### config.mk
export PLATFORM = sky130hd
export DESIGN_NAME = tvm_exec
export DESIGN_NICKNAME = d
export VERILOG_FILES = /design/src/rtl/tvm_pkg.sv /design/src/rtl/tvm_exec.sv
export SDC_FILE = /design/constraint.sdc
export NUM_CORES = 1
export LEC_CHECK = 0
export ABC_AREA = 1
export BUFFER_PORTS_ARGS = -buffer_cell sky130_fd_sc_hd__clkbuf_2
export CELL_PAD_IN_SITES_DETAIL_PLACEMENT = 1
export CELL_PAD_IN_SITES_GLOBAL_PLACEMENT = 2
export CORE_MARGIN = 4
export CORE_UTILIZATION = 31
export DETAILED_ROUTE_END_ITERATION = 6
export PLACE_DENSITY = 0.87
export RECOVER_POWER = 25
export SLEW_MARGIN = 20
export SYNTH_ARGS = -nofsm -noshare
export SYNTH_HDL_FRONTEND = slang
export SYNTH_SLANG_ARGS = --single-unit
### constraint.sdc
create_clock -name vclk -period 7.83
set_input_delay 0.783 -clock vclk [all_inputs]
set_output_delay 0.783 -clock vclk [all_outputs]
set_load 0.02 [all_outputs]
### src/rtl/tvm_pkg.sv
// shared types, codes and defaults of the tagged register vm execute block
`default_nettype none

package tvm_pkg;

  // default store depths
  localparam int NUM_REGISTERS = 256;
  localparam int NUM_VARIABLES = 256;

  // field widths fixed by the instruction format
  localparam int KIND_W    = 4;
  localparam int IDX_W     = 8;
  localparam int DATA_W    = 32;
  localparam int STATUS_W  = 2;
  localparam int LUT_DEPTH = 1 << IDX_W;

  typedef logic [1:0]          tag_t;
  typedef logic [KIND_W-1:0]   kind_t;
  typedef logic [STATUS_W-1:0] status_t;

  // entry tags
  localparam tag_t TAG_EMPTY = 2'd0;
  localparam tag_t TAG_INT   = 2'd1;
  localparam tag_t TAG_REF   = 2'd2;

  // instruction kinds
  localparam kind_t KIND_READ_VAR = 4'd0;
  localparam kind_t KIND_REF_VAR  = 4'd1;
  localparam kind_t KIND_LOAD_IMM = 4'd2;
  localparam kind_t KIND_ASSIGN   = 4'd3;
  localparam kind_t KIND_RETURN   = 4'd4;
  localparam kind_t KIND_ADD      = 4'd5;
  localparam kind_t KIND_MUL      = 4'd6;
  localparam kind_t KIND_NEG      = 4'd7;
  localparam kind_t KIND_PLUS     = 4'd8;
  localparam kind_t KIND_NOT      = 4'd9;

  // result status codes
  localparam status_t ST_OK    = 2'd0;
  localparam status_t ST_RET   = 2'd1;
  localparam status_t ST_TYPE  = 2'd2;
  localparam status_t ST_UNSUP = 2'd3;

  // one tagged store entry
  typedef struct packed {
    tag_t              tag;
    logic [DATA_W-1:0] payload;
  } entry_t;

  // write and flash-clear control of one store
  typedef struct packed {
    logic we;
    logic clr;
  } mem_ctl_t;

  // outcome of executing one instruction
  typedef struct packed {
    status_t           status;
    logic [DATA_W-1:0] ret_val;
    logic              reg_we;
    entry_t            reg_data;
    logic              var_we;
    logic              clr;
  } exec_res_t;

endpackage

`default_nettype wire

### src/rtl/tvm_exec.sv
// instruction execute logic: type checks, arithmetic and write-back decisions
`default_nettype none

module tvm_exec (
  input  tvm_pkg::kind_t                    kind_i,
  input  tvm_pkg::entry_t                   src_x_i,
  input  tvm_pkg::entry_t                   src_y_i,
  input  tvm_pkg::entry_t                   var_i,
  input  wire logic [tvm_pkg::DATA_W-1:0]   imm_i,
  input  wire logic [tvm_pkg::DATA_W-1:0]   ref_payload_i,
  output tvm_pkg::exec_res_t                res_o
);

  logic x_int, y_int, y_ref;

  assign x_int = (src_x_i.tag == tvm_pkg::TAG_INT);
  assign y_int = (src_y_i.tag == tvm_pkg::TAG_INT);
  assign y_ref = (src_y_i.tag == tvm_pkg::TAG_REF);

  // decode and execute
  always_comb begin
    res_o                  = '0;
    res_o.status           = tvm_pkg::ST_OK;
    res_o.reg_data.tag     = tvm_pkg::TAG_INT;
    res_o.reg_data.payload = src_x_i.payload;
    case (kind_i)
      tvm_pkg::KIND_READ_VAR: begin
        res_o.reg_we   = 1'b1;
        res_o.reg_data = var_i;
      end
      tvm_pkg::KIND_REF_VAR: begin
        res_o.reg_we           = 1'b1;
        res_o.reg_data.tag     = tvm_pkg::TAG_REF;
        res_o.reg_data.payload = ref_payload_i;
      end
      tvm_pkg::KIND_LOAD_IMM: begin
        res_o.reg_we           = 1'b1;
        res_o.reg_data.payload = imm_i;
      end
      tvm_pkg::KIND_ASSIGN: begin
        // second port holds the register with the reference
        if (y_ref) begin
          res_o.var_we = 1'b1;
        end else begin
          res_o.status = tvm_pkg::ST_TYPE;
        end
      end
      tvm_pkg::KIND_RETURN: begin
        if (x_int) begin
          res_o.status  = tvm_pkg::ST_RET;
          res_o.ret_val = src_x_i.payload;
        end else begin
          res_o.status = tvm_pkg::ST_TYPE;
        end
      end
      tvm_pkg::KIND_ADD, tvm_pkg::KIND_MUL: begin
        if (x_int && y_int) begin
          res_o.reg_we = 1'b1;
          if (kind_i == tvm_pkg::KIND_ADD) begin
            res_o.reg_data.payload = src_x_i.payload + src_y_i.payload;
          end else begin
            res_o.reg_data.payload = src_x_i.payload * src_y_i.payload;
          end
        end else begin
          res_o.status = tvm_pkg::ST_TYPE;
        end
      end
      tvm_pkg::KIND_NEG, tvm_pkg::KIND_PLUS, tvm_pkg::KIND_NOT: begin
        if (x_int) begin
          res_o.reg_we = 1'b1;
          if (kind_i == tvm_pkg::KIND_NEG) begin
            res_o.reg_data.payload = '0 - src_x_i.payload;
          end else if (kind_i == tvm_pkg::KIND_NOT) begin
            res_o.reg_data.payload = {{(tvm_pkg::DATA_W-1){1'b0}}, (src_x_i.payload == '0)};
          end
        end else begin
          res_o.status = tvm_pkg::ST_TYPE;
        end
      end
      default: begin
        // unassigned kinds
        res_o.status = tvm_pkg::ST_UNSUP;
      end
    endcase
    // any non-ok result starts a new program
    res_o.clr = (res_o.status != tvm_pkg::ST_OK);
  end

endmodule

`default_nettype wire

### Word level (Yosys, flattened, before mapping)

Cells that the tools add are included.

* add/sub/neg operators: 2
* multiply operators: 1
* equality and inequality tests: 12
* muxes and demuxes: 19
* reduce and logical (&&, ||, !) cells: 7

Operator list (count)
* 2-to-1 mux 32 bit: 7
* case mux 32 bit (5 select lines): 1
* adder 32 bit: 1
* logical NOT 32 bit: 1
* multiplier 32 x 32 -> 32 bit: 1
* subtractor 1 x 32 -> 32 bit (first input constant): 1
* == test 4 x 3 -> 1 bit (second input constant): 4
* case mux 2 bit (5 select lines): 1
* == test 4 x 2 -> 1 bit (second input constant): 2
* == test 4 bit (second input constant): 2
* 2-to-1 mux 2 bit: 4
* OR reduction 3 bit: 2
* == test 2 x 1 -> 1 bit (second input constant): 2
* == test 4 x 1 -> 1 bit (second input constant): 1
* logical NOT 4 bit: 1
* 2-to-1 mux 1 bit: 4
* case mux 2 bit (2 select lines): 1
* case mux 1 bit (3 select lines): 1
* == test 2 bit (second input constant): 1
* nonzero test 2 bit: 1
* OR reduction 2 bit: 1
* logical AND 1 bit: 1

* bits in registers: 0
* input bits: 170
* logic and storage cells: 41

### Depth between registers and ports, before layout

Gate-level depths: netlist of the first run.

* depth in word-level cells: 5
* mapped depth: 37

### Worst setup path after synthesis of the first run

No wires, ideal clock.

* kind: input port to output port
* start point: input src_x_i[12] (netlist name)
* end point: output res_o[30] (netlist name)
* data arrival time: 7.392 ns
* slack: -0.345 ns
* stages: 30
* path through: buf_2 clkbuf_1 clkbuf_1 nand2_1 inv_1 fa_1 fa_1 fa_1 inv_1 fa_1 inv_1 fa_1 inv_1 fa_1 inv_1 fa_1 fa_1 ha_1 nand2_1 nor4_2 nand4_1 nand3_1 nand2_1 nand2_1 nand2_1 nand2_1 nand2_1 nand3_1 o211ai_1 a21oi_1

RTL lines
* start, declared: line tvm_exec.sv:6 `input tvm_pkg::entry_t src_x_i,`
* end, declared: line tvm_exec.sv:11 `output tvm_pkg::exec_res_t res_o`

==> results of run 1 <==
-- final timing paths --
| kind | startpoint | end | cells after the start |
|---|---|---|---|
| worst max-delay path | src_x_i[16] | res_o[31] | 28 |
| worst min-delay path | src_y_i[32] | res_o[1] | 3 |
-- stage by stage --
| stage | cell area, um2 | hold slack, ns |
|---|---|---|
| after detailed placement | 25800 | 1.86 |
| after global placement | 25800 | 1.86 |
| after CTS | 26900 | 1.86 |
| after floorplan | 21500 | 1.65 |
| final | 27400 | 1.87 |
| after global routing | 27400 | 1.90 |
-- critical path, delay by kind of cell --
| kind | cells | cell delay (ns) |
|---|---|---|
| and+or+nand+nor | 9 | 1.19 |
| buffers and inverters | 7 | 0.79 |
| AOI/OAI and AO/OA | 3 | 0.37 |
| adders and majority gates | 9 | 4.34 |
-- cells by family after synthesis --
logic type,count (synthesis),share of synthesized area
and+or+nand+nor,1258,0.240
buffers and inverters,1012,0.179
adders and majority gates,564,0.473
AOI/OAI and AO/OA,352,0.0992
xor gates and xnor gates,20,0.00818
-- layout make-up --
| class | instances | area share |
|---|---|---|
| Multi-Input combinational cell | 2194 | 0.676 |
| Timing Repair Buffer | 566 | 0.163 |
| Inverter | 861 | 0.118 |
| Tap cell | 931 | 0.0426 |
-- per-layer routing --
| layer | share of wire | vias up | track usage |
|---|---|---|---|
| li1 | - | 10337 | - |
| met2 | 0.50 | 638 | 0.451 |
| met3 | 0.055 | 153 | 0.0314 |
| met4 | 0.037 | 4 | 0.0725 |
| met5 | 0.00027 | - | 0 |
| met1 | 0.41 | 11293 | 0.311 |
-- synthesized netlist by cell type (13+ instances only) --
master	number
sky130_fd_sc_hd__nand2_1	881
sky130_fd_sc_hd__inv_1	851
sky130_fd_sc_hd__fa_1	409
sky130_fd_sc_hd__nor2_1	171
sky130_fd_sc_hd__ha_1	155
sky130_fd_sc_hd__a21oi_1	128
sky130_fd_sc_hd__nand3_1	103
sky130_fd_sc_hd__clkbuf_1	92
sky130_fd_sc_hd__o21ai_0	84
sky130_fd_sc_hd__nand4_1	30
sky130_fd_sc_hd__buf_1	29
sky130_fd_sc_hd__buf_2	28
sky130_fd_sc_hd__nor3_1	22
sky130_fd_sc_hd__a22o_1	17
sky130_fd_sc_hd__o211ai_1	17
sky130_fd_sc_hd__a31oi_1	13
sky130_fd_sc_hd__o21ai_1	13
sky130_fd_sc_hd__xor2_1	13
-- what timing repair did --
action / 4_1_cts / 5_1_grt
setup endpoints to repair: 20 / 20
pin swaps: 97 / 82
cloned: 1 / 0
gates resized for setup: 195 / 120
buffers inserted: 21 / 9
==> run summary, run 1 <==
- **cell taking the most area after synthesis** sky130_fd_sc_hd__fa_1
- **I/O pin total** 241
- **total area of multi-input combinational cells** 18500 um2
- **maximum number of pins on one net before global-route repair** 35
- **DRC viols** 0
- **final worst-path cycle share** 1.06
- **time the worst path needs with I/O delays and setup** 8.26 ns
- **final count of negative-setup-slack endpoints** 11
- **cell types occupying the most area after synthesis** sky130_fd_sc_hd__fa_1 (38%), sky130_fd_sc_hd__nand2_1 (15%), sky130_fd_sc_hd__inv_1 (15%), sky130_fd_sc_hd__ha_1 (9.1%), sky130_fd_sc_hd__nor2_1 (3.0%)
- **worst setup slack after placement** -0.818 ns
- **Non-Filler Instances** 4552
- **most used cells in the layout excluding fill and tap cells** sky130_fd_sc_hd__nand2_1 (855), sky130_fd_sc_hd__inv_1 (832), sky130_fd_sc_hd__fa_1 (387)
- **HPWL after detailed placement** 80.7 mm
- **port buffer count** 241
- **Post-Syn Instances** 3206
- **antenna fix cells** 0
- **sequential share of the synthesized area** 0
- **cell with the largest stage delay on the worst path** sky130_fd_sc_hd__fa_2
- **cell row count** 96
- **final number of hold-violating endpoints** 0
- **global-route wire length before repair** 143 mm
- **area delta synth->final** 27.7%
- **setup repair after global routing missed its margin** yes
- **routed wire length** 93.2 mm
- **synthesis warning total** 0
- **Clock buffer cells** 0
- **element type at the critical path end** output pin
- **final slew viol count** 0
- **router iterations before antenna repair** 5
- **fraction of the core area covered by cells at the end of the flow** 0.399
- **vias post-DR** 22425
- **status** finished, violations left
- **Die Span Y** 271 um
- **Worst path max stage delay** 0.59 ns
- **total number of sequential cells** 0
- **sum of negative setup slack** -3.72 ns
- **most common library cell in the layout ignoring fill and taps** sky130_fd_sc_hd__nand2_1
- **Initial Util** 0.312
- **routed vias/inst** 4.93
- **type of origin of the critical path** input port
- **hold buffer count at cts** 0
- **path category of the worst min-delay check** input port to output pin
- **Worst Setup Slack, final** -0.431 ns
- **proportion of netlist area held by the largest area contributor** 0.382
- **net count after synthesis** 3940
- **DRC violation total after the first TritonRoute iteration** 1217
- **placeable core region** 68600 um2
- **type of the worst setup path** input port to output pin
- **Filler cells** 8779
- **maximum frequency from static timing analysis** 0.121 GHz
- **Crit path required time** 7.05 ns
- **number of distinct library cell variants in the gate-level netlist after synthesis** 59
- **total global routing overflow** 0
- **register area** 0 um2
- **worst-path maximum fanout** 5
- **die extent in x** 271 um
- **number of nets still failing antenna checks after routing** 0
- **vias in the first global route** 25168
- **arrival time worst endpoint** 7.48 ns
- **Worst Max-Slew Pin Slew** 0.790 ns
- **combined global-route utilization of all metal layers** 0.249
- **worst-case headroom to the max-slew limit** 0.469
- **Die ar.** 73400 um2
- **Post-Syn Area** 21400 um2
- **placed cells** 4524
- **share of post-route cells with drive strength above 1** 0.212
- **violated checks** negative setup slack
- **final RePlAce weighted congestion** 0.975
- **total of max-cap violations** 0
- **synthesized area per cell** 6.68 um2
- **number of antenna violations at the first check in global routing** 4
- **Most Frequent Cell on Critical Path** sky130_fd_sc_hd__fa_1
- **DR WL/cell** 20.5 um
- **# nets final** 4357
Power of run 1 is left out: the tool's default activity adds up to more than one toggle a clock period on the data nets, which glitch-free logic cannot reach.
==> run 2: changes to the inputs <==
- TNS_END_PERCENT: not set -> 20
==> run 2 against run 1 <==
  * The run still ends with negative setup slack left
  * Via count is 1.0% lower
  * Fmax up 1.2%
  * Design area decreased by 1.1%
  * Critical path depth shrank 3
  * Critical endpoint is now res_o[33]
  * Largest cell class unchanged
  * Highest routed layer unchanged
==> run summary, run 2 (same netlist as run 1, synthesis figures left out) <==
- **# nets final** 4350, was 4357
- **cell with the largest stage delay on the worst path** sky130_fd_sc_hd__fa_1, was sky130_fd_sc_hd__fa_2
- **setup repair after global routing missed its margin** yes, unchanged
- **type of origin of the critical path** input port, unchanged
- **routed wire length** 91.9 mm, was 93.2 mm
- **total global routing overflow** 0, unchanged
- **final count of negative-setup-slack endpoints** 13, was 11
- **detailed route wirelength on metal2** 45.2 mm, was 46.2 mm
- **final number of hold-violating endpoints** 0, unchanged
- **violated checks** negative setup slack, unchanged
- **I/O pin total** 241, unchanged
- **total number of sequential cells** 0, unchanged
- **Worst path max stage delay** 0.58 ns, was 0.59 ns
- **maximum frequency from static timing analysis** 0.123 GHz, was 0.121 GHz
- **Die Span Y** 271 um, unchanged
- **area delta synth->final** 26.3%, was 27.7%
- **Die ar.** 73400 um2, unchanged
- **number of antenna violations at the first check in global routing** 5, was 4
- **Most Frequent Cell on Critical Path** sky130_fd_sc_hd__fa_1, unchanged
- **maximum number of pins on one net before global-route repair** 35, unchanged
- **Metal-1 WL** 38.7 mm, was 38.5 mm
- **vias in the first global route** 24924, was 25168
- **element type at the critical path end** output pin, unchanged
- **routed vias/inst** 4.88, was 4.93
- **vias post-DR** 22196, was 22425
- **final RePlAce weighted congestion** 0.975, unchanged
- **Worst Setup Slack, final** -0.333 ns, was -0.431 ns
- **hold path startpoint** src_y_i[32], unchanged
- **share of post-route cells with drive strength above 1** 0.206, was 0.212
- **register area** 0 um2, unchanged
- **placeable core region** 68600 um2, unchanged
- **Final Instance Area** 27100 um2, was 27400 um2
- **Worst Max-Slew Pin Slew** 0.753 ns, was 0.790 ns
- **number of nets still failing antenna checks after routing** 0, unchanged
- **router iterations before antenna repair** 5, unchanged
- **die extent in x** 271 um, unchanged
- **DRC viols** 0, unchanged
- **status** finished, violations left, unchanged
- **DR WL/cell** 20.2 um, was 20.5 um
- **Initial Util** 0.312, unchanged
- **worst-case headroom to the max-slew limit** 0.493, was 0.469
- **final slew viol count** 0, unchanged
- **DRC violation total after the first TritonRoute iteration** 1062, was 1217
- **cell row count** 96, unchanged
- **global-route wire length before repair** 142 mm, was 143 mm
- **Top delay family on crit path** adder cells, unchanged
- **Crit path required time** 7.05 ns, about the same
- **worst-path maximum fanout** 8, was 5
- **total of max-cap violations** 0, unchanged
- **time the worst path needs with I/O delays and setup** 8.16 ns, was 8.26 ns
- **Post-Place Cell Area** 25800 um2, unchanged
- **combined global-route utilization of all metal layers** 0.248, was 0.249
- **hold buffer count at cts** 0, unchanged
- **final worst-path cycle share** 1.04, was 1.06
- **Buf/Inv on CP** 7, unchanged
- **HPWL after detailed placement** 80.7 mm, unchanged
- **Clock buffer cells** 0, unchanged
- **Hold Path Stages** 3, unchanged
- **most common library cell in the layout ignoring fill and taps** sky130_fd_sc_hd__nand2_1, unchanged
- **port buffer count** 241, unchanged
- **Worst Hold Endpoint** res_o[1], unchanged
- **detailed route wirelength on metal3** 4.68 mm, was 5.16 mm
- **arrival time worst endpoint** 7.38 ns, was 7.48 ns
- **Top Metal Used** met5, unchanged
- **most used cells in the layout excluding fill and tap cells** sky130_fd_sc_hd__nand2_1 (857), sky130_fd_sc_hd__inv_1 (831), sky130_fd_sc_hd__fa_1 (389), was sky130_fd_sc_hd__nand2_1 (855), sky130_fd_sc_hd__inv_1 (832), sky130_fd_sc_hd__fa_1 (387)
- **path category of the worst min-delay check** input port to output pin, unchanged
- **type of the worst setup path** input port to output pin, unchanged
[run 2: cell types whose count changed in the layout (fill, tap and decap cells not counted), moves of 3 or more]
cell | previous run | this run
sky130_fd_sc_hd__o21ai_2 | 10 | 7
sky130_fd_sc_hd__buf_6 | 24 | 13
sky130_fd_sc_hd__buf_8 | 4 | 9
sky130_fd_sc_hd__o21ai_0 | 67 | 71
sky130_fd_sc_hd__clkbuf_8 | 18 | 10
sky130_fd_sc_hd__ha_1 | 126 | 130
sky130_fd_sc_hd__clkbuf_4 | 5 | 10
sky130_fd_sc_hd__ha_4 | 26 | 23
sky130_fd_sc_hd__clkbuf_16 | 5 | 2
[run 2: per-stage QoR]
stage,hold WS [ns],std cells,TNS (ns),utilization,setup slack [ns]
4_1_cts,1.86,4540,-4.11,0.387,-0.366
3_3_place_gp,1.86,4524,-7.63,0.376,-0.718
2_1_floorplan,1.65,3206,-0.0210,-,-0.0210
3_5_place_dp,1.86,4524,-9.66,0.376,-0.818
6_report,1.87,4546,-2.84,0.394,-0.333
5_1_grt,1.90,4545,-6.61,0.394,-0.507
[run 2: repair_timing]
action / 4_1_cts / 5_1_grt
endpoints found under the setup margin: 20 / 21
setup buffers: 15 / 8
gates cloned: 1 / 0
resized for setup: 130 / 141
pin swaps: 64 / 94
[run 2: final cells by class]
type | instances | area [um2]
Antenna cell | 1 | 2.50
Timing Repair Buffer | 559 | 4300
Tap cell | 931 | 1160
Fill cell | 8796 | 41500
Inverter | 861 | 3230
Multi-Input combinational cell | 2194 | 18400
[run 2: per-layer routing]
layer,vias to the layer above,global-route usage
li1,10311,-
met1,11146,0.310
met2,589,0.448
met3,144,0.0315
met4,6,0.0685
met5,-,0
[run 2: worst max-delay path by stage]
stage / start / endpoint / slack (ns) / depth (start not counted)
after floorplan: src_x_i[15] / res_o[30] / -0.02 / 27
after global placement: src_y_i[2] / res_o[28] / -0.72 / 25
after detailed placement: src_y_i[2] / res_o[28] / -0.82 / 25
after CTS: src_x_i[11] / res_o[33] / -0.37 / 29
after global routing: src_y_i[7] / res_o[28] / -0.51 / 27
final: src_x_i[12] / res_o[33] / -0.33 / 25
[run 2: worst min-delay path, cell delays in order]
cell,delay (ns)
sky130_fd_sc_hd__clkbuf_2,0.10
sky130_fd_sc_hd__nor4_1,0.05
sky130_fd_sc_hd__clkbuf_1,0.16
Power of run 2 is left out for the same reason.
